[src/rtl/vmalu_pkg.sv]
package vmalu_pkg;

  // Data path and register file sizes.
  localparam int DATA_W    = 32;
  localparam int SHAMT_W   = $clog2(DATA_W);
  localparam int STEP_W    = $clog2(DATA_W);
  localparam int REG_COUNT = 16;
  localparam int REG_IDX_W = 4;
  localparam int REG_AW    = (REG_COUNT > 1) ? $clog2(REG_COUNT) : 1;

  // Operation codes.
  typedef enum logic [3:0] {
    OP_ADD = 4'd0,
    OP_SUB = 4'd1,
    OP_MUL = 4'd2,
    OP_DIV = 4'd3,
    OP_AND = 4'd4,
    OP_OR  = 4'd5,
    OP_XOR = 4'd6,
    OP_SHL = 4'd7,
    OP_SHR = 4'd8,
    OP_INC = 4'd9,
    OP_DEC = 4'd10,
    OP_NOT = 4'd11,
    OP_CMP = 4'd12
  } op_e;

  // Operand mode codes.
  localparam logic [3:0] MODE_REG_REG      = 4'd0;
  localparam logic [3:0] MODE_MEM_DEST     = 4'd3;
  localparam logic [3:0] MODE_ADD_MEM_REG  = 4'd3;
  localparam logic [3:0] MODE_ALU_MEM_REG  = 4'd4;
  localparam logic [3:0] MODE_MAX_BIN      = 4'd5;
  localparam logic [3:0] MODE_UNARY_MEM    = 4'd1;
  localparam logic [3:0] MODE_MAX_UNARY    = 4'd1;
  localparam logic [3:0] MODE_CMP_MEM_REG  = 4'd3;
  localparam logic [3:0] MODE_CMP_IMM_REG  = 4'd6;
  localparam logic [3:0] MODE_CMP_NOT_REG  = 4'd3;
  localparam logic [3:0] MODE_MAX_CMP      = 4'd8;

  // Status codes.
  localparam logic [1:0] ST_OK       = 2'd0;
  localparam logic [1:0] ST_BAD_MODE = 2'd1;
  localparam logic [1:0] ST_DIV_ZERO = 2'd2;

  // One instruction request.
  typedef struct packed {
    logic [3:0]        operation;
    logic [3:0]        mode;
    logic [3:0]        dest_reg;
    logic [3:0]        src_reg;
    logic [DATA_W-1:0] dest_value;
    logic [DATA_W-1:0] src_value;
  } req_t;

  // One instruction result.
  typedef struct packed {
    logic [DATA_W-1:0] result_value;
    logic              memory_write;
    logic              zero_flag;
    logic              carry_flag;
    logic [1:0]        status;
  } rsp_t;

  // Command to the shared arithmetic unit.
  typedef struct packed {
    op_e  op;
    logic dec_sat;
  } alu_cmd_t;

  // Completion and compare flags from the shared arithmetic unit.
  typedef struct packed {
    logic done;
    logic zero;
    logic carry;
  } alu_flags_t;

endpackage

[src/rtl/vm_alu_execute_unit.sv]
// Channel   Direction  Payload           Handshake
// request   in         vmalu_pkg::req_t  in_valid_i / in_ready_o
// result    out        vmalu_pkg::rsp_t  out_valid_o / out_ready_i
//
// Multiply and divide run as 32 radix-2 steps of the shared adder; a request with
// a bad mode or a zero divisor bypasses the shared unit. A new request is taken
// only once the previous one has left the sequencer.
// Registers read as zero after reset through per-register valid bits.
// A result waits in the output register while the next request is worked on;
// a request finishes only once that register is free.
module vm_alu_execute_unit (
  input  logic             clk_i,
  input  logic             rst_ni,
  input  logic             in_valid_i,
  output logic             in_ready_o,
  input  vmalu_pkg::req_t  in_req_i,
  output logic             out_valid_o,
  input  logic             out_ready_i,
  output vmalu_pkg::rsp_t  out_rsp_o
);

  localparam int W = vmalu_pkg::DATA_W;

  localparam logic [1:0] S_IDLE = 2'd0;
  localparam logic [1:0] S_READ = 2'd1;
  localparam logic [1:0] S_EXEC = 2'd2;
  localparam logic [1:0] S_DONE = 2'd3;

  logic [1:0]             state_q;
  logic [1:0]             state_d;
  vmalu_pkg::req_t        req_q;
  logic [1:0]             status_q;
  logic [1:0]             status_d;
  logic                   to_mem_q;
  logic                   is_cmp_q;
  logic                   zf_q;
  logic                   cf_q;
  logic                   out_valid_q;
  vmalu_pkg::rsp_t        out_q;
  logic                   accept;
  logic                   load_out;
  logic                   ok;
  logic                   rf_we;
  logic [W-1:0]           rf_a;
  logic [W-1:0]           rf_b;
  logic                   bad_mode;
  logic                   first_mem;
  logic                   second_reg;
  logic [W-1:0]           opnd_a;
  logic [W-1:0]           opnd_b;
  logic                   div_zero;
  logic                   unit_start;
  vmalu_pkg::alu_cmd_t    unit_cmd;
  logic [W-1:0]           unit_res;
  vmalu_pkg::alu_flags_t  unit_flags;
  logic                   new_zf;
  logic                   new_cf;

  assign accept   = in_valid_i && in_ready_o;
  assign load_out = (state_q == S_DONE) && (!out_valid_q || out_ready_i);
  assign ok       = (status_q == vmalu_pkg::ST_OK);
  assign rf_we    = load_out && ok && !is_cmp_q && !to_mem_q;

  vmalu_regfile u_regfile (
    .clk_i       (clk_i),
    .rst_ni      (rst_ni),
    .rd_idx_a_i  (in_req_i.dest_reg),
    .rd_idx_b_i  (in_req_i.src_reg),
    .rd_data_a_o (rf_a),
    .rd_data_b_o (rf_b),
    .we_i        (rf_we),
    .wr_idx_i    (req_q.dest_reg),
    .wr_data_i   (unit_res)
  );

  // Mode decode and operand selection for the request held in req_q.
  always_comb begin
    bad_mode   = 1'b0;
    first_mem  = 1'b0;
    second_reg = 1'b0;
    if (req_q.operation <= vmalu_pkg::OP_SHR) begin
      bad_mode   = req_q.mode > vmalu_pkg::MODE_MAX_BIN;
      first_mem  = req_q.mode >= vmalu_pkg::MODE_MEM_DEST;
      second_reg = (req_q.mode == vmalu_pkg::MODE_REG_REG) ||
                   ((req_q.operation == vmalu_pkg::OP_ADD) ?
                    (req_q.mode == vmalu_pkg::MODE_ADD_MEM_REG) :
                    (req_q.mode == vmalu_pkg::MODE_ALU_MEM_REG));
    end else if (req_q.operation <= vmalu_pkg::OP_NOT) begin
      bad_mode  = req_q.mode > vmalu_pkg::MODE_MAX_UNARY;
      first_mem = req_q.mode == vmalu_pkg::MODE_UNARY_MEM;
    end else if (req_q.operation == vmalu_pkg::OP_CMP) begin
      bad_mode   = req_q.mode > vmalu_pkg::MODE_MAX_CMP;
      first_mem  = req_q.mode >= vmalu_pkg::MODE_CMP_NOT_REG;
      second_reg = req_q.mode inside {vmalu_pkg::MODE_REG_REG, vmalu_pkg::MODE_CMP_MEM_REG,
                                      vmalu_pkg::MODE_CMP_IMM_REG};
    end else begin
      bad_mode = 1'b1;
    end
    opnd_a   = first_mem ? req_q.dest_value : rf_a;
    opnd_b   = second_reg ? rf_b : req_q.src_value;
    div_zero = (req_q.operation == vmalu_pkg::OP_DIV) && (opnd_b == '0);
    if (bad_mode) begin
      status_d = vmalu_pkg::ST_BAD_MODE;
    end else if (div_zero) begin
      status_d = vmalu_pkg::ST_DIV_ZERO;
    end else begin
      status_d = vmalu_pkg::ST_OK;
    end
  end

  assign unit_start       = (state_q == S_READ) && (status_d == vmalu_pkg::ST_OK);
  assign unit_cmd.op      = vmalu_pkg::op_e'(req_q.operation);
  assign unit_cmd.dec_sat = !first_mem;

  vmalu_iter_unit u_unit (
    .clk_i    (clk_i),
    .rst_ni   (rst_ni),
    .start_i  (unit_start),
    .cmd_i    (unit_cmd),
    .a_i      (opnd_a),
    .b_i      (opnd_b),
    .result_o (unit_res),
    .flags_o  (unit_flags)
  );

  // Sequencer next state.
  always_comb begin
    state_d = state_q;
    case (state_q)
      S_IDLE: if (accept) state_d = S_READ;
      S_READ: state_d = unit_start ? S_EXEC : S_DONE;
      S_EXEC: if (unit_flags.done) state_d = S_DONE;
      S_DONE: if (load_out) state_d = S_IDLE;
      default: state_d = S_IDLE;
    endcase
  end

  // Flags change only on a successful compare.
  assign new_zf = (load_out && ok && is_cmp_q) ? unit_flags.zero : zf_q;
  assign new_cf = (load_out && ok && is_cmp_q) ? unit_flags.carry : cf_q;

  // Control state.
  always_ff @(posedge clk_i or negedge rst_ni) begin
    if (!rst_ni) begin
      state_q     <= S_IDLE;
      zf_q        <= 1'b0;
      cf_q        <= 1'b0;
      out_valid_q <= 1'b0;
    end else begin
      state_q <= state_d;
      zf_q    <= new_zf;
      cf_q    <= new_cf;
      if (load_out) begin
        out_valid_q <= 1'b1;
      end else if (out_ready_i) begin
        out_valid_q <= 1'b0;
      end
    end
  end

  // Request, decode and output payload registers.
  always_ff @(posedge clk_i) begin
    if (accept) begin
      req_q <= in_req_i;
    end
    if (state_q == S_READ) begin
      status_q <= status_d;
      to_mem_q <= first_mem && (req_q.operation != vmalu_pkg::OP_CMP);
      is_cmp_q <= req_q.operation == vmalu_pkg::OP_CMP;
    end
    if (load_out) begin
      out_q.result_value <= (ok && !is_cmp_q) ? unit_res : '0;
      out_q.memory_write <= ok && to_mem_q;
      out_q.zero_flag    <= new_zf;
      out_q.carry_flag   <= new_cf;
      out_q.status       <= status_q;
    end
  end

  assign in_ready_o  = (state_q == S_IDLE);
  assign out_valid_o = out_valid_q;
  assign out_rsp_o   = out_q;

  // An accepted request is decoded in the very next cycle.
  a_accept_read: assert property (@(posedge clk_i) disable iff (!rst_ni)
    accept |=> (state_q == S_READ))
    else $error("accepted request not followed by decode");

  // The register file is written only as an OK result is handed out.
  a_rf_write_ok: assert property (@(posedge clk_i) disable iff (!rst_ni)
    rf_we |-> (load_out && ok))
    else $error("register write outside a successful completion");

  // Flags hold unless a successful compare completes.
  a_flags_hold: assert property (@(posedge clk_i) disable iff (!rst_ni)
    !(load_out && ok && is_cmp_q) |=> ($stable(zf_q) && $stable(cf_q)))
    else $error("flags changed without a compare");

  // The shared unit reports completion only while the sequencer waits for it.
  a_done_in_exec: assert property (@(posedge clk_i) disable iff (!rst_ni)
    unit_flags.done |-> (state_q == S_EXEC))
    else $error("unit completion outside execute state");

endmodule

[src/rtl/vmalu_ram.sv]
module vmalu_ram #(
  parameter int WIDTH = 32,
  parameter int DEPTH = 16
) (
  input  logic                                   clk_i,
  input  logic                                   we_i,
  input  logic [((DEPTH > 1) ? $clog2(DEPTH) : 1)-1:0] waddr_i,
  input  logic [WIDTH-1:0]                       wdata_i,
  input  logic [((DEPTH > 1) ? $clog2(DEPTH) : 1)-1:0] raddr_a_i,
  input  logic [((DEPTH > 1) ? $clog2(DEPTH) : 1)-1:0] raddr_b_i,
  output logic [WIDTH-1:0]                       rdata_a_o,
  output logic [WIDTH-1:0]                       rdata_b_o
);

  logic [WIDTH-1:0] mem_q [DEPTH];

  // One write port and two registered read ports.
  always_ff @(posedge clk_i) begin
    if (we_i) begin
      mem_q[waddr_i] <= wdata_i;
    end
    rdata_a_o <= mem_q[raddr_a_i];
    rdata_b_o <= mem_q[raddr_b_i];
  end

endmodule

[src/rtl/vmalu_regfile.sv]
module vmalu_regfile (
  input  logic                             clk_i,
  input  logic                             rst_ni,
  input  logic [vmalu_pkg::REG_IDX_W-1:0]  rd_idx_a_i,
  input  logic [vmalu_pkg::REG_IDX_W-1:0]  rd_idx_b_i,
  output logic [vmalu_pkg::DATA_W-1:0]     rd_data_a_o,
  output logic [vmalu_pkg::DATA_W-1:0]     rd_data_b_o,
  input  logic                             we_i,
  input  logic [vmalu_pkg::REG_IDX_W-1:0]  wr_idx_i,
  input  logic [vmalu_pkg::DATA_W-1:0]     wr_data_i
);

  logic [vmalu_pkg::REG_COUNT-1:0]  valid_q;
  logic [vmalu_pkg::REG_AW-1:0]     addr_a;
  logic [vmalu_pkg::REG_AW-1:0]     addr_b;
  logic [vmalu_pkg::REG_AW-1:0]     waddr;
  logic                             in_range_a;
  logic                             in_range_b;
  logic                             wr_ok;
  logic                             use_a_q;
  logic                             use_b_q;
  logic [vmalu_pkg::DATA_W-1:0]     ram_a;
  logic [vmalu_pkg::DATA_W-1:0]     ram_b;

  // Index decode; indexes beyond the file read as zero and drop writes.
  assign addr_a     = vmalu_pkg::REG_AW'(rd_idx_a_i);
  assign addr_b     = vmalu_pkg::REG_AW'(rd_idx_b_i);
  assign waddr      = vmalu_pkg::REG_AW'(wr_idx_i);
  assign in_range_a = int'(rd_idx_a_i) < vmalu_pkg::REG_COUNT;
  assign in_range_b = int'(rd_idx_b_i) < vmalu_pkg::REG_COUNT;
  assign wr_ok      = we_i && (int'(wr_idx_i) < vmalu_pkg::REG_COUNT);

  vmalu_ram #(
    .WIDTH (vmalu_pkg::DATA_W),
    .DEPTH (vmalu_pkg::REG_COUNT)
  ) u_ram (
    .clk_i     (clk_i),
    .we_i      (wr_ok),
    .waddr_i   (waddr),
    .wdata_i   (wr_data_i),
    .raddr_a_i (addr_a),
    .raddr_b_i (addr_b),
    .rdata_a_o (ram_a),
    .rdata_b_o (ram_b)
  );

  // Valid bits stand in for the reset value of every register.
  always_ff @(posedge clk_i or negedge rst_ni) begin
    if (!rst_ni) begin
      valid_q <= '0;
      use_a_q <= 1'b0;
      use_b_q <= 1'b0;
    end else begin
      if (wr_ok) begin
        valid_q[waddr] <= 1'b1;
      end
      use_a_q <= in_range_a && valid_q[addr_a];
      use_b_q <= in_range_b && valid_q[addr_b];
    end
  end

  assign rd_data_a_o = use_a_q ? ram_a : '0;
  assign rd_data_b_o = use_b_q ? ram_b : '0;

endmodule

[src/rtl/vmalu_iter_unit.sv]
module vmalu_iter_unit (
  input  logic                          clk_i,
  input  logic                          rst_ni,
  input  logic                          start_i,
  input  vmalu_pkg::alu_cmd_t           cmd_i,
  input  logic [vmalu_pkg::DATA_W-1:0]  a_i,
  input  logic [vmalu_pkg::DATA_W-1:0]  b_i,
  output logic [vmalu_pkg::DATA_W-1:0]  result_o,
  output vmalu_pkg::alu_flags_t         flags_o
);

  localparam int W = vmalu_pkg::DATA_W;

  logic                              busy_q;
  logic                              done_q;
  logic [vmalu_pkg::STEP_W-1:0]      cnt_q;
  vmalu_pkg::op_e                    op_q;
  logic                              dec_sat_q;
  logic [W-1:0]                      x_q;
  logic [W-1:0]                      y_q;
  logic [W-1:0]                      acc_q;
  logic [W-1:0]                      res_q;
  logic                              zero_q;
  logic                              carry_q;
  logic [W:0]                        add_x;
  logic [W:0]                        add_y;
  logic                              add_sub;
  logic [W+1:0]                      sum;
  logic                              no_borrow;
  logic [W-1:0]                      rem_next;
  logic [W-1:0]                      quo_next;
  logic [W-1:0]                      simple_res;
  logic                              shift_big;
  logic                              iterative;
  logic                              last_step;

  // Operand selection for the one shared adder.
  always_comb begin
    add_x   = {1'b0, x_q};
    add_y   = {1'b0, y_q};
    add_sub = 1'b0;
    case (op_q)
      vmalu_pkg::OP_MUL: begin
        add_x = {1'b0, acc_q};
        add_y = y_q[0] ? {1'b0, x_q} : '0;
      end
      vmalu_pkg::OP_DIV: begin
        add_x   = {acc_q, x_q[W-1]};
        add_sub = 1'b1;
      end
      vmalu_pkg::OP_SUB, vmalu_pkg::OP_CMP: begin
        add_sub = 1'b1;
      end
      vmalu_pkg::OP_INC: begin
        add_y = (W+1)'(1);
      end
      vmalu_pkg::OP_DEC: begin
        add_y   = (W+1)'(1);
        add_sub = 1'b1;
      end
      default: begin
        add_sub = 1'b0;
      end
    endcase
  end

  assign sum       = {1'b0, add_x} + {1'b0, add_y ^ {(W+1){add_sub}}} + (W+2)'(add_sub);
  assign no_borrow = sum[W+1];

  // Restoring division step.
  assign rem_next = no_borrow ? sum[W-1:0] : add_x[W-1:0];
  assign quo_next = {x_q[W-2:0], no_borrow};

  // Results of the single-step operations.
  assign shift_big = |y_q[W-1:vmalu_pkg::SHAMT_W];
  always_comb begin
    case (op_q)
      vmalu_pkg::OP_ADD, vmalu_pkg::OP_SUB, vmalu_pkg::OP_INC: simple_res = sum[W-1:0];
      vmalu_pkg::OP_DEC: simple_res = (dec_sat_q && (x_q == '0)) ? '0 : sum[W-1:0];
      vmalu_pkg::OP_AND: simple_res = x_q & y_q;
      vmalu_pkg::OP_OR:  simple_res = x_q | y_q;
      vmalu_pkg::OP_XOR: simple_res = x_q ^ y_q;
      vmalu_pkg::OP_NOT: simple_res = ~x_q;
      vmalu_pkg::OP_SHL: simple_res = shift_big ? '0 : (x_q << y_q[vmalu_pkg::SHAMT_W-1:0]);
      vmalu_pkg::OP_SHR: simple_res = shift_big ? '0 : (x_q >> y_q[vmalu_pkg::SHAMT_W-1:0]);
      default:           simple_res = '0;
    endcase
  end

  assign iterative = (cmd_i.op == vmalu_pkg::OP_MUL) || (cmd_i.op == vmalu_pkg::OP_DIV);
  assign last_step = busy_q && (cnt_q == '0);

  // Sequencer: one step per cycle, 32 steps for multiply and divide.
  always_ff @(posedge clk_i or negedge rst_ni) begin
    if (!rst_ni) begin
      busy_q <= 1'b0;
      done_q <= 1'b0;
      cnt_q  <= '0;
    end else begin
      done_q <= 1'b0;
      if (start_i) begin
        busy_q <= 1'b1;
        cnt_q  <= iterative ? vmalu_pkg::STEP_W'(W - 1) : '0;
      end else if (busy_q) begin
        cnt_q <= cnt_q - 1'b1;
        if (last_step) begin
          busy_q <= 1'b0;
          done_q <= 1'b1;
        end
      end
    end
  end

  // Operand, partial result and final result registers.
  always_ff @(posedge clk_i) begin
    if (start_i) begin
      op_q      <= cmd_i.op;
      dec_sat_q <= cmd_i.dec_sat;
      x_q       <= a_i;
      y_q       <= b_i;
      acc_q     <= '0;
    end else if (busy_q) begin
      case (op_q)
        vmalu_pkg::OP_MUL: begin
          acc_q <= sum[W-1:0];
          x_q   <= x_q << 1;
          y_q   <= y_q >> 1;
        end
        vmalu_pkg::OP_DIV: begin
          acc_q <= rem_next;
          x_q   <= quo_next;
        end
        default: begin
          acc_q <= acc_q;
        end
      endcase
      if (last_step) begin
        case (op_q)
          vmalu_pkg::OP_MUL: res_q <= sum[W-1:0];
          vmalu_pkg::OP_DIV: res_q <= quo_next;
          default:           res_q <= simple_res;
        endcase
        zero_q  <= (sum[W-1:0] == '0);
        carry_q <= !no_borrow;
      end
    end
  end

  assign result_o      = res_q;
  assign flags_o.done  = done_q;
  assign flags_o.zero  = zero_q;
  assign flags_o.carry = carry_q;

endmodule
[config.mk]
export PLATFORM = sky130hd
export DESIGN_NAME = vm_alu_execute_unit
export DESIGN_NICKNAME = d
export VERILOG_FILES = /design/src/rtl/vmalu_pkg.sv /design/src/rtl/vm_alu_execute_unit.sv /design/src/rtl/vmalu_ram.sv /design/src/rtl/vmalu_regfile.sv /design/src/rtl/vmalu_iter_unit.sv
export SDC_FILE = /design/constraint.sdc
export NUM_CORES = 1
export LEC_CHECK = 0
export BUFFER_PORTS_ARGS = -buffer_cell sky130_fd_sc_hd__buf_2
export CAP_MARGIN = 40
export CELL_PAD_IN_SITES_DETAIL_PLACEMENT = 0
export CELL_PAD_IN_SITES_GLOBAL_PLACEMENT = 1
export CORE_ASPECT_RATIO = 1.75
export CORE_UTILIZATION = 40
export DETAILED_ROUTE_END_ITERATION = 7
export PLACE_DENSITY = 0.71
export SLEW_MARGIN = 20
export SYNTH_ARGS = -nofsm -noshare
export SYNTH_HDL_FRONTEND = slang
export SYNTH_SLANG_ARGS = --single-unit
[constraint.sdc]
create_clock -name clk_i -period 7.5 [get_ports clk_i]
set_input_delay 1.5 -clock clk_i [delete_from_list [all_inputs] [get_ports clk_i]]
set_output_delay 1.5 -clock clk_i [all_outputs]
set_load 0.01 [all_outputs]
# After elaboration in Yosys (flattened, before gate mapping)
# Memory sizes are Yosys's and may differ from the RTL's. A register that Yosys moved wholly into a read port is not among the register bits.
# Index checks and enable logic that the tools add are counted.
# word_totals
regBits	282
latchBits	0
mem_bits_rw	512
mem_bits_ro	0
inputBits	84
output_inout_bits	39
wordCells	186
memories	1
# memory_table
name	words	word_bits	rd	rd_ports_with_merged_regs	wr	line	text
u_regfile.u_ram.mem_q	16	32	2	2	1	vmalu_ram.sv:15	logic [WIDTH-1:0] mem_q [DEPTH];
# op_classes
n_addsub	3
n_mul	0
div	0
magnitude_cmp	10
n_eq_ne	26
shifts	2
mux	59
bitwise_logic	7
n_reduce_logical	47
# op_table
operator	count
$mux 32	14
$pmux 32 s8	1
$pmux 32 s2	3
$pmux 33 s2	2
$logic_not 32->1	3
$add 33x33->34	1
$add 34x1->34	1
$xor 33x33->33	1
$and 32x32->32	1
$not 32->32	1
$or 32x32->32	1
$shl 32x5->32	1
$shr 32x5->32	1
$xor 32x32->32	1
$mux 1	27
$reduce_or 27->1	1
$eq 4x3->1 const B	6
$eq 4x4->1 const B	6
$eq 4x2->1 const B	5
$or 16x16->16	1
$lt 4x5->1 const B	3
$mux 5	3
$logic_and 1x1->1	14
$logic_not 4->1	3
29 further kinds	53

# Depth between registers and ports, before layout
# depth
depth_word	14
ltp_mapped	23
mapped_depth_nobuf	18

# By module
# A second synthesis with hierarchy kept.
# hier_totals
cells_unflattened	3303
area_unflattened_um2	45148.3
# modules_own_cells
module	n_inst	cells_each	area_each_um2	seq_area_each_um2
vmalu_ram	1	1141	24188.2	16656.0
vmalu_iter_unit	1	1715	14268.7	3908.7
vm_alu_execute_unit	1	315	5356.4	3638.5
vmalu_regfile	1	132	1335.0	450.4

# Worst setup path before layout
# No wires, ideal clock.
# synth_timing
kind	register to register
startpoint	reg u_unit.y_q[0]
endpoint	reg u_unit.zero_q, data pin
setup_time_ns	0.169
arrival_time_ns	5.090
required_ns	7.331
slack_ns	2.241
stages_incl_launch_ff	22
n_path_buf	7
synth_period_minus_slack_ns	5.259
cell_sequence	edfxtp_1 > buf_2 > buf_2 > clkbuf_1 > clkbuf_1 > and3_1 > clkbuf_1 > buf_1 > a22oi_1 > xnor2_1 > ha_1 > clkbuf_1 > and3_1 > nand2_1 > a211o_1 > a311oi_1 > a211oi_1 > or2_2 > xnor2_1 > a211oi_1 > nand4_1 > nor4b_2
# synth_via
elab_chain_cells	6
# synth_lines
item	line	text
from (decl)	vmalu_iter_unit.sv:20	logic [W-1:0] y_q;
from (signal assigned)	vmalu_iter_unit.sv:120	y_q <= b_i;
from (signal assigned)	vmalu_iter_unit.sv:127	y_q <= y_q >> 1;
$mux 32	vmalu_iter_unit.sv:45	add_y = y_q[0] ? {1'b0, x_q} : '0;
$pmux 33 s2 *	vmalu_iter_unit.sv:42	case (op_q)
$xor 33x33->33 *	vmalu_iter_unit.sv:67	assign sum = {1'b0, add_x} + {1'b0, add_y ^ {(W+1){add_sub}}} + (W+2)'(add_sub);
$add 33x33->34 *	vmalu_iter_unit.sv:67	
$add 34x1->34 *	vmalu_iter_unit.sv:67	
$logic_not 32->1 *	vmalu_iter_unit.sv:143	zero_q <= (sum[W-1:0] == '0);
to (signal assigned)	vmalu_iter_unit.sv:143	
to (decl)	vmalu_iter_unit.sv:23	logic zero_q;
# Mark *: on every way between the ends. The rest lies on a longest branch, timed or not.
# A chain may end at the register's enable or synchronous reset.

# Final worst setup path
# layout_timing
startpoint	reg u_unit.op_q[0]
endpoint	reg u_unit.acc_q[2]
# layout_via
elab_chain_cells	8
elab_cells_between_ends	18
classes_between	2 x add/sub; 6 x eq/ne; 5 x mux; 1 x bitwise; 4 x reduce/logical
# layout_lines
item	line	text
from (decl)	vmalu_iter_unit.sv:17	vmalu_pkg::op_e op_q;
from (signal assigned)	vmalu_iter_unit.sv:117	op_q <= cmd_i.op;
$eq 4x4->1, or another cell as far along	vmalu_iter_unit.sv:42	
$reduce_or 2->1 (no line) or $reduce_or 4->1 (tied branches)	n/a	
$pmux 33 s2 or $mux 1 (tied branches)	vmalu_iter_unit.sv:42	
$xor 33x33->33	vmalu_iter_unit.sv:67	
$add 33x33->34	vmalu_iter_unit.sv:67	
$add 34x1->34	vmalu_iter_unit.sv:67	
$mux 32	vmalu_iter_unit.sv:71	assign rem_next = no_borrow ? sum[W-1:0] : add_x[W-1:0];
$pmux 32 s2	vmalu_iter_unit.sv:123	case (op_q)
to (signal assigned)	vmalu_iter_unit.sv:125	acc_q <= sum[W-1:0];
to (signal assigned)	vmalu_iter_unit.sv:130	acc_q <= rem_next;
to (signal assigned)	vmalu_iter_unit.sv:134	acc_q <= acc_q;
to (decl)	vmalu_iter_unit.sv:21	logic [W-1:0] acc_q;
# Parallel ways exist; a longest one is shown, timed or not.

==> impl_metrics.tcl <==
set metrics [dict create \
    gp_congestion 0.963 \
    grt_overflow 0 \
    synth_top_area_frac 0.495 \
    ys_top_cells_by_area "edfxtp_1 (50%), mux4_2 (18%), dfxtp_1 (4.3%)" \
    htree_levels 3 \
    postCtsResizedCells 0 \
    dieArea_sq_mm 0.112 \
    setup_viol 0 \
    clock_skew_ps 44.3 \
    final_util 0.451 \
    die_w_um 254 \
    cp_max_fo 23 \
    setup.worst_path.end_class "flip-flop" \
    crit_path_start "u_unit.op_q[0]$_DFFE_PP_" \
    synth_area_leader_cell "edfxtp_1" \
    route.detailed.drc 0 \
    grt_max_degree 80 \
    route.detailed.wl_per_inst_um 32.8 \
    grt_usage 0.276 \
    slowest_delay_ps 690 \
    r2r_cells 16 \
    r2r_slack_ps 1470 \
    r2r_start "u_unit.op_q[0]$_DFFE_PP_" \
    nNetsFinal 3362 \
    syn-cell-area_sq_mm 0.0444 \
    drtPass1Iterations 6 \
    critPathKind "reg2reg" \
    tightest_slew_ps 1100 \
    r2r-end "u_unit.acc_q[2]$_SDFFE_PP0P_" \
    cp.depth 16 \
    cts_hold_repair.buffers 0 \
    pwr-share-clk 0.294 \
    p_leak_nw 17.1 \
    avgSynthCellArea_sq_um 14.2 \
    endpoint "u_unit.acc_q[2]$_SDFFE_PP0P_" \
    start_util 0.403 \
    cpLargestDelayFamily "simple AND/OR/NAND/NOR gates" \
    syn_inst 3131 \
    finalSetupTns_ps 0 \
    die_h_um 443 \
    cts_made_buffers 80 \
    cts_buffer_depth 3 \
    cts.reportedPaths.clkPinSlew_ps 70 \
    hold_viol_final 0 \
    portBuffers 122 \
    grt_pass1_vias 30500 \
    cts_setup_buffers 0 \
    relSlewSlack 0.266 \
    path_cells "nor2b_1 -> and3_1 -> buf_4 -> a22oi_1 -> xnor2_1 -> ha_1 -> nand2_1 -> o21ai_0 -> a21oi_1 -> and3_1 -> a211oi_2 -> and3_1 -> nor2_2 -> buf_4 -> nand2_1 -> a31oi_1" \
    yosys_register_bits 858 \
    ys.flop_type "edfxtp_1" \
    drt_iter0_drc 3429 \
    seq_area_frac_synth 0.556 \
    slew_viol_final 0 \
    ys_types 76 \
    swShare 0.344 \
    rows 161 \
    p_int_mw 9.36 \
    ir_drop_mv 0.164 \
    num_io_pins 123 \
    vias 30300 \
    synth_warnings 0 \
    fin_crit_sh 0.805 \
    cts_num_sinks 858 \
    outcome "finished clean" \
    cts_tree "built" \
    p_seq_frac 0.435 \
    synth-edff-count 732 \
    antenna_found_initial 6 \
    maxCapViolCount 0 \
    viasPerCell 6.43 \
    multi_input_area_sq_mm 0.0185 \
    drive_above_1_share 0.238 \
    rsz0062_at_grt "false" \
    root_buffer "clkbuf_16" \
    grt_pass1_wl_um 220000 \
    cellPowerDensity_mw_per_mm2 288 \
    fill_cells 9826 \
    ant_nets 0 \
    clock.fmax_mhz 166 \
    hold_class "reg2reg" \
    insertion_delay_ps 700 \
    coreArea_sq_mm 0.110 \
    final-seq-area_sq_mm 0.0247 \
    cp-start-kind "flip-flop" \
    switchingPower_mw 4.91 \
    area_delta_synth_final_pct 11.8 \
    crit_top_cell "and3_1" \
    synthArstFlopShare 0.0350 \
    cp.arrival_ps 6560 \
    wl_um 154000 \
    min_period_ps 6030 \
    worst_path_max_delay_cell "o21ai_0" \
    hpwlAfterDp_um 105000 \
    pwr-share-comb 0.271 \
    crit_buf_inv 2 \
    synth_nets 3319 \
    cp.required_ps 8020 \
]
[state kept, by name, indices dropped and copies added, names as in the netlist, 2 cells and up]
| name | flops |
|---|---|
| u_regfile.u_ram.rdata_a_o | 32 |
| u_regfile.u_ram.mem_q | 512 |
| u_unit.result_o | 32 |
| u_unit.x_q | 32 |
| req_q | 76 |
| u_unit.y_q | 32 |
| u_regfile.u_ram.rdata_b_o | 32 |
| u_unit.op_q | 4 |
| u_regfile.valid_q | 16 |
| status_q | 2 |
| state_q | 2 |
| u_unit.cnt_q | 5 |
| u_unit.acc_q | 32 |
| out_rsp_o | 37 |
[per-stage QoR]
step           setup WS [ps]  area (sq um)  total power [mW]  hold WS [ps]  instances
2_1_floorplan           2240         44400              8.51           445       3131
3_3_place_gp            1480         46600              10.1           463       4535
3_5_place_dp            1670         46900              10.1           461       4557
4_1_cts                 1640         49600              14.3           470       4704
5_1_grt                 1300         49600              14.8           498       4707
6_report                1470         49600              14.3           470       4707
[cell type report]
type	instances	share of cell area
antenna	1	0.0000504
clock buffer	109	0.0446
clock inverter	38	0.00878
inverter	99	0.00749
multi-input combinational	1914	0.373
sequential	858	0.497
tap	1467	0.0370
timing repair buffer	221	0.0320
[placed cells by master, fill, tap and decap left out, drive strengths merged, types with 9 or more instances in the layout]
| cell type | instances |
|---|---|
| o22a | 10 |
| nand3 | 26 |
| nand2 | 157 |
| dfxtp | 96 |
| o22ai | 12 |
| nand4 | 15 |
| a21o | 19 |
| nor3 | 20 |
| nand2b | 25 |
| nor4 | 33 |
| nor2 | 135 |
| a222oi | 10 |
| mux2 | 15 |
| or2 | 19 |
| mux2i | 60 |
| dfrtp | 30 |
| inv | 100 |
| a211o | 13 |
| or3 | 9 |
| mux4 | 356 |
| a221oi | 58 |
| edfxtp | 732 |
| ha | 103 |
| xnor2 | 49 |
| and3 | 74 |
| a22oi | 39 |
| clkbuf | 112 |
| a21oi | 206 |
| and2 | 44 |
| o221ai | 9 |
| o21ai | 172 |
| a221o | 12 |
| xor2 | 16 |
| o211ai | 21 |
| a211oi | 75 |
| a31oi | 26 |
| buf | 217 |
| clkinv | 25 |
[cells in the mapped netlist, drive strengths merged, types with 51 or more instances]
library cell and count:
a211oi 75, a21oi 206, a221oi 58, and3 74, buf 51, clkbuf 209
dfxtp 96, edfxtp 732, ha 103, inv 99, mux2i 60, mux4 356
nand2 157, nor2 135, o21ai 172
[cells by family after synthesis]
| family | Yosys count | share of synthesized area |
|---|---|---|
| flip-flops | 858 | 0.556 |
| AO/OA/AOI/OAI | 732 | 0.107 |
| AND/OR/NAND/NOR | 582 | 0.0658 |
| multiplexers | 431 | 0.198 |
| buffers and inverters | 359 | 0.0313 |
| adder cells (fa/ha/maj) | 104 | 0.0295 |
| XOR/XNOR | 65 | 0.0128 |
[worst reg2reg max path, stage by stage, from the launching register on]
cell and delay [ps]:
edfxtp_1 630, nor2b_1 650, and3_1 490, buf_4 380, a22oi_1 180, xnor2_1 170, ha_1 400, nand2_1 120
o21ai_0 690, a21oi_1 350, and3_1 300, a211oi_2 330, and3_1 480, nor2_2 240, buf_4 270, nand2_1 110
a31oi_1 80
[how the worst min path moves through the flow]
stage                                  start  cells after the start  slack [ps]                            end
6_report        u_unit.acc_q[7]$_SDFFE_PP0P_                      2         470   u_unit.acc_q[7]$_SDFFE_PP0P_
5_1_grt         u_unit.acc_q[7]$_SDFFE_PP0P_                      2         500   u_unit.acc_q[7]$_SDFFE_PP0P_
4_1_cts         u_unit.acc_q[7]$_SDFFE_PP0P_                      2         470   u_unit.acc_q[7]$_SDFFE_PP0P_
3_5_place_dp    u_unit.acc_q[7]$_SDFFE_PP0P_                      2         460   u_unit.acc_q[7]$_SDFFE_PP0P_
3_3_place_gp    u_unit.acc_q[7]$_SDFFE_PP0P_                      2         460   u_unit.acc_q[7]$_SDFFE_PP0P_
2_1_floorplan  u_unit.acc_q[11]$_SDFFE_PP0P_                      2         440  u_unit.acc_q[11]$_SDFFE_PP0P_
[per-layer routing]
layer / global-route usage / part of all wire
met5: 0 / 0.00023
met4: 0.162 / 0.066
met3: 0.0377 / 0.062
met2: 0.484 / 0.52
met1: 0.319 / 0.35
[power by group through the flow]
stage,Sequential [mW],Combinational [mW],Clock [mW]
after floorplan,6.03,2.48,0
after global placement,6.29,3.77,0
after detailed placement,6.28,3.79,0
after CTS,6.19,3.81,4.26
after global routing,6.24,4.11,4.42
final,6.21,3.87,4.19
(Power assumes the default switching activity.)
